### config.mk
export PLATFORM = sky130hd
export DESIGN_NAME = mp4_box_header_parser
export DESIGN_NICKNAME = d
export VERILOG_FILES = /design/src/mbhp_pkg.sv /design/src/mp4_box_header_parser.sv /design/src/mbhp_core.sv /design/src/mbhp_out_queue.sv
export SDC_FILE = /design/constraint.sdc
export NUM_CORES = 2
export LEC_CHECK = 0
export BUFFER_PORTS_ARGS = -buffer_cell sky130_fd_sc_hd__buf_2
export CORE_MARGIN = 8
export CORE_UTILIZATION = 30
export DETAILED_ROUTE_END_ITERATION = 10
export GPL_ROUTABILITY_DRIVEN = 0
export GPL_TIMING_DRIVEN = 0
export PLACE_DENSITY = 0.46
export SLEW_MARGIN = 30
export SYNTH_ARGS = -nofsm -noshare
export SYNTH_HDL_FRONTEND = slang
export SYNTH_HIERARCHICAL = 1
export SYNTH_SLANG_ARGS = --single-unit
### constraint.sdc
create_clock -name aclk -period 34.6 [get_ports aclk]
set_input_delay 1.73 -clock aclk [delete_from_list [all_inputs] [get_ports aclk]]
set_output_delay 1.73 -clock aclk [all_outputs]
set_load 0.02 [all_outputs]
### src/mbhp_pkg.sv
`timescale 1ns / 1ps
`default_nettype none

package mbhp_pkg;

    localparam int OUT_DEPTH = 8;
    localparam int OUT_PTR_W = $clog2(OUT_DEPTH);

    localparam logic [1:0] KIND_BOX   = 2'd0;
    localparam logic [1:0] KIND_DONE  = 2'd1;
    localparam logic [1:0] KIND_ERROR = 2'd2;

    localparam logic [1:0] ERR_NONE      = 2'd0;
    localparam logic [1:0] ERR_EXT_TRUNC = 2'd1;
    localparam logic [1:0] ERR_TOO_SMALL = 2'd2;
    localparam logic [1:0] ERR_OVERRUN   = 2'd3;

    typedef enum logic [2:0] {
        PH_IDLE,
        PH_HDR,
        PH_EXT,
        PH_SKIP,
        PH_TAIL,
        PH_ERR
    } phase_t;

    typedef struct packed {
        logic [1:0]  kind;
        logic [31:0] box_name;
        logic        long_header;
        logic [47:0] payload_offset;
        logic [47:0] payload_size;
        logic [1:0]  error_code;
        logic        last;
    } result_t;

    typedef struct packed {
        logic    rec_valid;
        logic    fin_valid;
        result_t rec;
        result_t fin;
    } push_t;

endpackage

`default_nettype wire

### src/mp4_box_header_parser.sv
`timescale 1ns / 1ps
`default_nettype none

// Channel   Direction  Handshake          Payload
// s_        in         s_valid/s_ready    data_byte, start_req
// m_        out        m_valid/m_ready    kind, box_name, long_header, payload_offset,
//                                         payload_size, error_code, last
// cfg_      in         cfg_valid/cfg_ready buffer length (cfg_data)
//
// One byte per cycle while s_ready is high: a byte is held in the input register, then
// the parse stage pushes zero, one or two results into an 8-entry result queue.
// The first result of a byte passes the input register and the result queue before m_ shows it.
// s_ready drops only while the queue cannot take two more results behind the byte in flight.
// Synchronous active-low reset clears parser state, queue pointers and sets the length to 1.

module mp4_box_header_parser #(
    parameter int LENGTH_BITS = 48
) (
    input  wire         aclk,
    input  wire         aresetn,
    input  wire         s_valid,
    output logic        s_ready,
    input  wire  [7:0]  s_data_byte,
    input  wire         s_start_req,
    output logic        m_valid,
    input  wire         m_ready,
    output logic [1:0]  m_kind,
    output logic [31:0] m_box_name,
    output logic        m_long_header,
    output logic [47:0] m_payload_offset,
    output logic [47:0] m_payload_size,
    output logic [1:0]  m_error_code,
    output logic        m_last,
    input  wire         cfg_valid,
    output logic        cfg_ready,
    input  wire  [47:0] cfg_data
);
    import mbhp_pkg::*;

    localparam int CW = OUT_PTR_W + 2;

    logic [LENGTH_BITS-1:0] buf_len_reg, buf_len_next;
    logic                   in_valid_reg, in_valid_next;
    logic [7:0]             in_byte_reg;
    logic                   in_start_reg;
    push_t                  push;
    result_t                out_data;
    logic [OUT_PTR_W:0]     count;
    logic [CW-1:0]          fill;

    assign cfg_ready = 1'b1;
    assign fill      = CW'(count) + (in_valid_reg ? CW'(2) : CW'(0));
    assign s_ready   = (fill <= CW'(OUT_DEPTH - 2));

    always_comb begin
        buf_len_next  = (cfg_valid && cfg_ready) ? LENGTH_BITS'(cfg_data) : buf_len_reg;
        in_valid_next = s_valid & s_ready;
    end

    always_ff @(posedge aclk) begin
        if (!aresetn) begin
            buf_len_reg  <= LENGTH_BITS'(1);
            in_valid_reg <= 1'b0;
        end else begin
            buf_len_reg  <= buf_len_next;
            in_valid_reg <= in_valid_next;
        end
    end

    always_ff @(posedge aclk) begin
        if (s_valid && s_ready) begin
            in_byte_reg  <= s_data_byte;
            in_start_reg <= s_start_req;
        end
    end

    mbhp_core #(
        .LENGTH_BITS(LENGTH_BITS)
    ) u_core (
        .aclk     (aclk),
        .aresetn  (aresetn),
        .in_valid (in_valid_reg),
        .in_byte  (in_byte_reg),
        .in_start (in_start_reg),
        .buf_len  (buf_len_reg),
        .push     (push)
    );

    mbhp_out_queue u_queue (
        .aclk      (aclk),
        .aresetn   (aresetn),
        .push      (push),
        .out_valid (m_valid),
        .out_ready (m_ready),
        .out_data  (out_data),
        .count     (count)
    );

    assign m_kind           = out_data.kind;
    assign m_box_name       = out_data.box_name;
    assign m_long_header    = out_data.long_header;
    assign m_payload_offset = out_data.payload_offset;
    assign m_payload_size   = out_data.payload_size;
    assign m_error_code     = out_data.error_code;
    assign m_last           = out_data.last;

endmodule

`default_nettype wire

### src/mbhp_core.sv
`timescale 1ns / 1ps
`default_nettype none

module mbhp_core #(
    parameter int LENGTH_BITS = 48
) (
    input  wire                   aclk,
    input  wire                   aresetn,
    input  wire                   in_valid,
    input  wire [7:0]             in_byte,
    input  wire                   in_start,
    input  wire [LENGTH_BITS-1:0] buf_len,
    output mbhp_pkg::push_t       push
);
    import mbhp_pkg::*;

    localparam int LB = LENGTH_BITS;

    phase_t        phase_reg, phase_next;
    logic [3:0]    hbs_reg, hbs_next;
    logic [31:0]   short_reg, short_next;
    logic [31:0]   name_reg, name_next;
    logic [63:0]   long_reg, long_next;
    logic [LB-1:0] skip_reg, skip_next;
    logic [LB-1:0] pos_reg, pos_next;
    logic [1:0]    err_reg, err_next;

    phase_t        ph;
    logic [3:0]    hbs;
    logic [31:0]   sh;
    logic [31:0]   nm;
    logic [63:0]   ls;
    logic [LB-1:0] skip;
    logic [LB-1:0] pos;
    logic [1:0]    err;
    logic [LB-1:0] rem;
    logic          hdr_done;
    logic          emit;
    logic          emit_lh;
    logic [63:0]   emit_pl;
    logic          rec_v;
    logic          fin_v;

    always_ff @(posedge aclk) begin
        if (!aresetn) begin
            phase_reg <= PH_IDLE;
            hbs_reg   <= '0;
            short_reg <= '0;
            name_reg  <= '0;
            long_reg  <= '0;
            skip_reg  <= '0;
            pos_reg   <= '0;
            err_reg   <= ERR_NONE;
        end else begin
            phase_reg <= phase_next;
            hbs_reg   <= hbs_next;
            short_reg <= short_next;
            name_reg  <= name_next;
            long_reg  <= long_next;
            skip_reg  <= skip_next;
            pos_reg   <= pos_next;
            err_reg   <= err_next;
        end
    end

    always_comb begin
        ph       = phase_reg;
        hbs      = hbs_reg;
        sh       = short_reg;
        nm       = name_reg;
        ls       = long_reg;
        skip     = skip_reg;
        pos      = pos_reg;
        err      = err_reg;
        rem      = '0;
        hdr_done = 1'b0;
        emit     = 1'b0;
        emit_lh  = 1'b0;
        emit_pl  = '0;
        rec_v    = 1'b0;
        fin_v    = 1'b0;
        push     = '0;

        if (in_valid) begin
            if (in_start) begin
                ph   = PH_HDR;
                hbs  = '0;
                pos  = '0;
                err  = ERR_NONE;
                skip = '0;
            end
            if (ph != PH_IDLE) begin
                if (pos >= buf_len) begin
                    ph = PH_IDLE;
                end else begin
                    rem = buf_len - LB'(1) - pos;
                    case (ph)
                        PH_HDR: begin
                            if (hbs == 4'd0 && rem < LB'(7)) begin
                                ph = PH_TAIL;
                            end else begin
                                if (hbs == 4'd0) begin
                                    sh = '0;
                                    nm = '0;
                                end
                                if (hbs < 4'd4) begin
                                    sh = {sh[23:0], in_byte};
                                end else begin
                                    case (hbs[1:0])
                                        2'd0:    nm[7:0]   = in_byte;
                                        2'd1:    nm[15:8]  = in_byte;
                                        2'd2:    nm[23:16] = in_byte;
                                        default: nm[31:24] = in_byte;
                                    endcase
                                end
                                hdr_done = (hbs == 4'd7);
                                hbs      = hbs + 4'd1;
                                if (hdr_done) begin
                                    if (sh == 32'd1) begin
                                        if (rem < LB'(8)) begin
                                            err = ERR_EXT_TRUNC;
                                            ph  = PH_ERR;
                                        end else begin
                                            ls = '0;
                                            ph = PH_EXT;
                                        end
                                    end else if (sh == 32'd0) begin
                                        emit    = 1'b1;
                                        emit_pl = 64'(rem);
                                    end else if (sh < 32'd8) begin
                                        err = ERR_TOO_SMALL;
                                        ph  = PH_ERR;
                                    end else if (64'(sh - 32'd8) > 64'(rem)) begin
                                        err = ERR_OVERRUN;
                                        ph  = PH_ERR;
                                    end else begin
                                        emit    = 1'b1;
                                        emit_pl = 64'(sh - 32'd8);
                                    end
                                end
                            end
                        end
                        PH_EXT: begin
                            ls       = {ls[55:0], in_byte};
                            hdr_done = (hbs == 4'd15);
                            hbs      = hbs + 4'd1;
                            if (hdr_done) begin
                                if (ls < 64'd16) begin
                                    err = ERR_TOO_SMALL;
                                    ph  = PH_ERR;
                                end else if (ls - 64'd16 > 64'(rem)) begin
                                    err = ERR_OVERRUN;
                                    ph  = PH_ERR;
                                end else begin
                                    emit    = 1'b1;
                                    emit_lh = 1'b1;
                                    emit_pl = ls - 64'd16;
                                end
                            end
                        end
                        PH_SKIP: begin
                            if (skip != '0) begin
                                skip = skip - LB'(1);
                            end
                            if (skip == '0) begin
                                hbs = '0;
                                ph  = PH_HDR;
                            end
                        end
                        default: begin
                        end
                    endcase

                    if (emit) begin
                        rec_v                    = 1'b1;
                        push.rec.kind            = KIND_BOX;
                        push.rec.box_name        = nm;
                        push.rec.long_header     = emit_lh;
                        push.rec.payload_offset  = 48'(pos + LB'(1));
                        push.rec.payload_size    = 48'(emit_pl);
                        push.rec.error_code      = ERR_NONE;
                        skip                     = LB'(emit_pl);
                        hbs                      = '0;
                        ph                       = (skip != '0) ? PH_SKIP : PH_HDR;
                    end

                    if (rem == '0) begin
                        fin_v = 1'b1;
                        if (err != ERR_NONE) begin
                            push.fin.kind       = KIND_ERROR;
                            push.fin.error_code = err;
                        end else begin
                            push.fin.kind       = KIND_DONE;
                            push.fin.error_code = ERR_NONE;
                        end
                        ph = PH_IDLE;
                    end
                    pos = pos + LB'(1);
                end
            end
        end

        push.rec_valid = rec_v;
        push.fin_valid = fin_v;
        push.rec.last  = rec_v & ~fin_v;
        push.fin.last  = fin_v;

        phase_next = ph;
        hbs_next   = hbs;
        short_next = sh;
        name_next  = nm;
        long_next  = ls;
        skip_next  = skip;
        pos_next   = pos;
        err_next   = err;
    end

endmodule

`default_nettype wire

### src/mbhp_out_queue.sv
`timescale 1ns / 1ps
`default_nettype none

module mbhp_out_queue (
    input  wire                          aclk,
    input  wire                          aresetn,
    input  mbhp_pkg::push_t              push,
    output logic                         out_valid,
    input  wire                          out_ready,
    output mbhp_pkg::result_t            out_data,
    output logic [mbhp_pkg::OUT_PTR_W:0] count
);
    import mbhp_pkg::*;

    result_t              q_reg [OUT_DEPTH];
    logic [OUT_PTR_W-1:0] wr_ptr_reg, wr_ptr_next;
    logic [OUT_PTR_W-1:0] rd_ptr_reg, rd_ptr_next;
    logic [OUT_PTR_W:0]   count_reg, count_next;
    logic [OUT_PTR_W:0]   n_push;
    logic                 pop;
    result_t              first;

    assign out_valid = (count_reg != '0);
    assign out_data  = q_reg[rd_ptr_reg];
    assign count     = count_reg;
    assign pop       = out_valid & out_ready;
    assign first     = push.rec_valid ? push.rec : push.fin;
    assign n_push    = (OUT_PTR_W+1)'(push.rec_valid) + (OUT_PTR_W+1)'(push.fin_valid);

    always_comb begin
        wr_ptr_next = wr_ptr_reg + OUT_PTR_W'(n_push);
        rd_ptr_next = rd_ptr_reg + OUT_PTR_W'(pop);
        count_next  = count_reg + n_push - (OUT_PTR_W+1)'(pop);
    end

    always_ff @(posedge aclk) begin
        if (!aresetn) begin
            wr_ptr_reg <= '0;
            rd_ptr_reg <= '0;
            count_reg  <= '0;
        end else begin
            wr_ptr_reg <= wr_ptr_next;
            rd_ptr_reg <= rd_ptr_next;
            count_reg  <= count_next;
        end
    end

    always_ff @(posedge aclk) begin
        if (push.rec_valid || push.fin_valid) begin
            q_reg[wr_ptr_reg] <= first;
        end
        if (push.rec_valid && push.fin_valid) begin
            q_reg[wr_ptr_reg + OUT_PTR_W'(1)] <= push.fin;
        end
    end

endmodule

`default_nettype wire
* Word-level counts from Yosys, hierarchy flattened
Memories as Yosys holds them, arrays and structs flattened. A register that Yosys moved wholly into a read port is not among the register bits.
Cells that the tools add are included.
** Operators by class
- Reductions and logical operators :: 19
- Mux-type cells :: 135
- Bitwise logic cells :: 6
- $lt $le $gt $ge :: 9
- Equal/unequal tests :: 12
- $add $sub $neg :: 14
** Operators with widths (count)
- $mux W48 :: 27
- $mux W133 :: 3
- $mux W32 :: 11
- $mux W56 :: 4
- $mux W134 :: 1
- $mux W131 :: 1
- $gt A64 B48 Y1 :: 2
- $pmux W56 S2 :: 1
- $logic_not A48 Y1 :: 2
- $pmux W48 S2 :: 1
- $reduce_bool A48 Y1 :: 2
- $sub A48 B1 Y48 const B :: 2
- $lt A64 B5 Y1 const B :: 1
- $sub A64 B5 Y64 const B :: 1
- $mux W2 :: 28
- $mux W3 :: 18
- $add A48 B1 Y48 const B :: 1
- $ge A48 B48 Y1 :: 1
- $lt A48 B3 Y1 const B :: 1
- $lt A48 B4 Y1 const B :: 1
- $sub A48 B48 Y48 :: 1
- $sub A32 B4 Y33 const B :: 1
- $eq A32 B1 Y1 const B :: 1
- $logic_not A32 Y1 :: 1
- other kinds (39) :: 82
** Storage, ports and cells
- Flip-flop bits (word level) :: 293
- Output and inout bits :: 137
- Bits in writable memories :: 1072
- Word-level logic and storage cells :: 211
- Input port bits :: 62
- Memories :: 1
** Memory list
- u_queue.q_reg :: words 8, bits a word 134, read ports 1, clocked after memory_dff 1, write ports 2, line mbhp_out_queue.sv:15 : result_t q_reg [OUT_DEPTH];

* Depth between registers and ports, before layout
- Depth in word-level cells :: 29
- Depth in mapped cells :: 46
- Mapped depth without buffers :: 33

* By module
Netlist, hierarchy kept.
** By module, submodules not included
- mbhp_out_queue :: area each 55253.0 µm², cells each 2969, instances 1, seq. area each 32391.1 µm²
- mbhp_core :: area each 25278.0 µm², cells each 3685, instances 1, seq. area each 4504.3 µm²
- mp4_box_header_parser :: area each 2212.1 µm², cells each 178, instances 1, seq. area each 1251.2 µm²

* Worst setup path after synthesis
Ideal clock, no wire load.
- Kind :: reg2reg
- Start point :: register in_start_reg
- End point :: memory u_queue/q_reg[2][0] (netlist bit), enable pin
- Clock period less this slack :: 19.605 ns
- Data arrival time :: 18.775 ns
- Buffers on the path :: 14
- Data required time :: 33.770 ns
- Setup slack :: 14.995 ns
- Stages on the path, launching flop included :: 38
- Library setup time :: 0.830 ns
- Cell sequence :: edfxtp_1 -> clkbuf_1 -> clkbuf_1 -> clkbuf_1 -> buf_1 -> clkbuf_1 -> clkbuf_1 -> clkbuf_1 -> clkbuf_1 -> clkbuf_1 -> nor2b_1 -> inv_1 -> ha_1 -> clkbuf_1 -> nor2b_1 -> mux2_2 -> a2111oi_0 -> inv_1 -> (+2 left out) -> a21o_1 -> a211oi_1 -> o21a_1 -> o31ai_1 -> o21ai_0 -> a31oi_1 -> nand2b_1 -> nand2_1 -> nand2_1 -> inv_1 -> buf_4 -> buf_2 -> buf_2 -> buf_1 -> inv_1 -> ha_1 -> nand2b_1 -> o32ai_1
** RTL lines
- from (decl) :: line mp4_box_header_parser.sv:45 : logic in_start_reg;
- from (signal assigned) :: line mp4_box_header_parser.sv:73 : in_start_reg <= s_start_req;
- to (decl) :: line mbhp_out_queue.sv:15

==> flow_summary.rst <==
.. list-table::
   :header-rows: 1

   * - Metric
     - Value
   * - Critical Path Stages
     - 46
   * - P&R area growth vs syn
     - 16.9%
   * - #FFs+latches synth
     - 1365
   * - Core Region
     - ~0.28 sq mm
   * - Power density cells
     - around 47 mW/mm^2
   * - Synth Area in XOR/XNOR
     - 0.0217
   * - Crit. End Element
     - register
   * - Worst-case reg-to-reg path depth
     - between 40 and 50
   * - Static leakage power
     - 33.6 nW
   * - Maximum cell stage delay along the critical path
     - ~0.77 ns
   * - Clock Sink Count
     - 1365
   * - Compound-gate portion of the synthesized area
     - 0.0797
   * - Hold path cells
     - 1
   * - # nets final
     - about 7700
   * - Largest net degree at the start of global routing
     - 17
   * - CP max FO
     - 10
   * - Total detailed-routing wirelength
     - approximately 320 mm
   * - Worst Setup Slack, final
     - 17.23 ns
   * - H-tree Lvls
     - 4
   * - Number of vias per cell after detailed routing
     - between 5 and 6
   * - Worst r2r src
     - in_start_reg
   * - Worst setup SP type
     - register
   * - Initial DRT Pass Iterations
     - 6
   * - Fraction of registers with async set/reset
     - 0
   * - Post-synthesis share of cell area spent on full adders, half adders and majority gates
     - 0.0329
   * - Multiplexer fraction of the synthesized cell area
     - 0.266
   * - Data arrival time of the critical path
     - 17.89 ns
   * - First-pass GRT wire length
     - about 450 mm
   * - Avg WL per Cell
     - between 20 and 30 um
   * - Area share of and/or/nand/nor cells after synthesis
     - 0.0923
   * - Combined global-route utilization of all metal layers
     - 0.209
   * - Crit path capture
     - u_queue/q_reg[2][38]
   * - Root buffer cell
     - sky130_fd_sc_hd__clkbuf_16
   * - Multi-input gate area
     - about 0.041 sq mm
   * - Number of antenna violations at the first check in global routing
     - 48
   * - Setup_tns
     - 0 ns
   * - Main area contributors after synthesis
     - sky130_fd_sc_hd__edfxtp_1 39%, sky130_fd_sc_hd__mux2_2 17%, sky130_fd_sc_hd__mux4_2 7.3%
   * - Layout Skew
     - 0.0765 ns
   * - Area share of the largest cell type after synthesis
     - 0.392
   * - Synthesized area per cell
     - 12.1 sq um
   * - Final cycle utilization of the critical path
     - 0.502
   * - Via total after detailed routing
     - roughly 60000
   * - Remaining design rule violation count
     - 0
   * - Number of setup violations in the final report
     - 0
   * - Setup repair after global routing missed its margin
     - false
   * - Result of the run
     - finished, final reports clean
   * - Count of buffers inserted at the top-level ports
     - slightly below 200
   * - Fraction of the yosys area taken by sequential cells
     - 0.461
   * - Number of library cell types mapped by synthesis
     - slightly below 100
   * - Cell area after synthesis
     - 0.0827 sq mm
   * - Number of max-cap violations
     - 0
   * - Die Outline Area
     - 0.293 sq mm
   * - Total of cells resized after clock tree synthesis
     - 0
   * - Sum of overflow across all layers after global routing
     - 0
   * - Endpoint of the most critical register-to-register path
     - u_queue/q_reg[2][38]
   * - Vias in the first global route
     - ~60000
   * - Cell family contributing the most delay on the critical path
     - buffers and inverters
   * - Area after detailed placement
     - 0.0914 sq mm
   * - Measured slew at the worst slew-check pin
     - approximately 1.2 ns
   * - Final hold violation count
     - 0
   * - Relative slew slack
     - 0.229
   * - Placement Rows
     - 193
   * - Clock latency on the worst-skew pair
     - 0.86 ns
   * - Total non-filler cell area in the finished layout
     - 0.0967 sq mm
   * - CP Class
     - reg -> reg
   * - Total design power
     - 4.57 mW
   * - Slowest cell on the critical path
     - sky130_fd_sc_hd__clkbuf_1
   * - Iteration-0 DRC count of the detailed router
     - roughly 6500
   * - Number of flip-flops under the largest register name
     - roughly 1100
   * - Setup slack, reg-to-reg
     - roughly 17 ns
   * - Chip height
     - 541 um
   * - TritonCTS clock tree
     - yes
   * - Required time of the critical path
     - ~35 ns
   * - Worst ir drop on vdd
     - 0.0343 mV
   * - Top library cells by usage in the layout, fill and taps aside
     - 1246 x sky130_fd_sc_hd__mux2_2, 1081 x sky130_fd_sc_hd__edfxtp_1, 400 x sky130_fd_sc_hd__nor2_1
   * - Maximum count of clock buffers along a single path
     - 4
   * - Top_reg_cell synth
     - sky130_fd_sc_hd__edfxtp_1
   * - Synthesized instance count
     - ~7000
   * - Inserted Clock Buffers
     - 170
   * - # IOs
     - a little under 200
   * - Minimum period implied by the final worst setup slack
     - 17.37 ns
   * - Ratio of cells with drive above 1 in the final layout
     - 0.327
   * - Most common cell after layout, fill and taps aside
     - sky130_fd_sc_hd__mux2_2
   * - Final core utilization
     - 0.351
   * - Post-placement setup slack
     - ~18 ns
   * - Top cell type by total area after synthesis
     - sky130_fd_sc_hd__edfxtp_1
   * - Critical Path Start
     - in_start_reg
   * - Worst path most repeated cell
     - sky130_fd_sc_hd__clkbuf_1
   * - Number of buffer and inverter instances along the worst setup path
     - 26
   * - Number of buffers inserted by post-CTS setup repair
     - 0
   * - Area taken by flip-flops and latches
     - around 0.038 sq mm
   * - Fill count
     - 27200
   * - Dpl hpwl
     - between 200 and 250 mm
   * - Number of buffers inserted by hold repair at cts
     - 0
   * - Combinational family with the most area after synthesis
     - multiplexers
   * - Initial cell density of the core
     - 0.300
   * - Clock input transition at the sequential cells of the worst setup and hold paths
     - roughly 0.06 ns
   * - Maximum clock rate
     - around 0.058 GHz
   * - Count of nets left with antenna violations after detail routing
     - 0
   * - Count of flip-flops with a built-in enable after synthesis
     - 1081
   * - Die Span X
     - around 540 um
   * - Synth warn
     - 6
   * - Path type of the worst min-delay path
     - reg -> reg
   * - Slew Limit Fails
     - 0
==> through the flow <==
stage | std cells | hold WS, ns
after global placement | 10900 | 0.450
final | 11300 | 0.473
after detailed placement | 11000 | 0.460
after floorplan | 6964 | 0.436
after global routing | 11300 | 0.495
after CTS | 11300 | 0.474
==> area by class of cell <==
| cell class | count | area share |
|---|---|---|
| diodes | 22 | 0.000569 |
| plain buffers | 607 | 0.0325 |
| clock buffers | 221 | 0.0468 |
| clock inverters | 77 | 0.00747 |
| inverters | 190 | 0.00738 |
| multi-input cells | 4802 | 0.429 |
| flip-flops and latches | 1365 | 0.394 |
| well taps | 3705 | 0.0479 |
| repair buffers | 324 | 0.0340 |
==> logic make-up (layout without fill, tap and decap cells) <==
kind of cell,count (synthesis),count (layout)
multiplexers,1677,1677
AND/OR/NAND/NOR,1548,1548
flip-flops,1365,1365
AO/OA/AOI/OAI,1024,1024
buffers and inverters,797,1419
adder cells (fa/ha/maj),216,216
XOR/XNOR,203,203
other,2,156
==> power breakdown <==
part | internal (mW) | switching (mW)
combinational | 0.386 | 0.661
sequential | 1.78 | 0.0151
clock | 1.01 | 0.721
total | 3.17 | 1.40
==> per-layer routing <==
| metal | share of wire | wire length, um | global-route usage |
|---|---|---|---|
| met3 | 0.068 | 21800 | 0.0324 |
| met4 | 0.039 | 12400 | 0.0726 |
| met5 | 0.00025 | 79 | 0 |
| met2 | 0.45 | 142000 | 0.328 |
| met1 | 0.45 | 142000 | 0.293 |
==> Yosys cell counts (65+ instances only) <==
cell type and number:
sky130_fd_sc_hd__dfxtp_1 284, sky130_fd_sc_hd__nor2b_1 106, sky130_fd_sc_hd__edfxtp_1 1081, sky130_fd_sc_hd__xor2_1 80
sky130_fd_sc_hd__inv_1 189, sky130_fd_sc_hd__nor2_1 406, sky130_fd_sc_hd__nand2_1 368, sky130_fd_sc_hd__mux2_2 1246
sky130_fd_sc_hd__nor3_1 116, sky130_fd_sc_hd__nand4_1 74, sky130_fd_sc_hd__buf_4 152, sky130_fd_sc_hd__a21oi_1 306
sky130_fd_sc_hd__clkbuf_1 280, sky130_fd_sc_hd__mux4_2 268, sky130_fd_sc_hd__nand3_1 142, sky130_fd_sc_hd__ha_1 213
sky130_fd_sc_hd__mux2i_1 65, sky130_fd_sc_hd__xnor2_1 121, sky130_fd_sc_hd__buf_2 128, sky130_fd_sc_hd__or3_1 75
sky130_fd_sc_hd__o21ai_0 229
==> worst min path at each step <==
stage,slack [ns],endpoint,start
floorplan,0.44,u_core/err_reg[0],u_core/err_reg[0]
global placement,0.45,u_core/err_reg[0],u_core/err_reg[0]
detailed placement,0.46,u_core/err_reg[0],u_core/err_reg[0]
CTS,0.47,u_core/name_reg[18],u_core/name_reg[18]
global route,0.49,u_core/name_reg[3],u_core/name_reg[3]
finish,0.47,u_core/name_reg[18],u_core/name_reg[18]
==> worst register-to-register path, delay by kind of cell (launching register included) <==
| family | cells | cell delay, ns |
|---|---|---|
| simple gates | 12 | 3.24 |
| buf+inv | 26 | 10.73 |
| fa+ha+maj | 3 | 0.78 |
| flops | 1 | 0.47 |
| compound gates | 4 | 1.45 |
| xor+xnor | 1 | 0.38 |
Power figures use the tool's default switching activity.
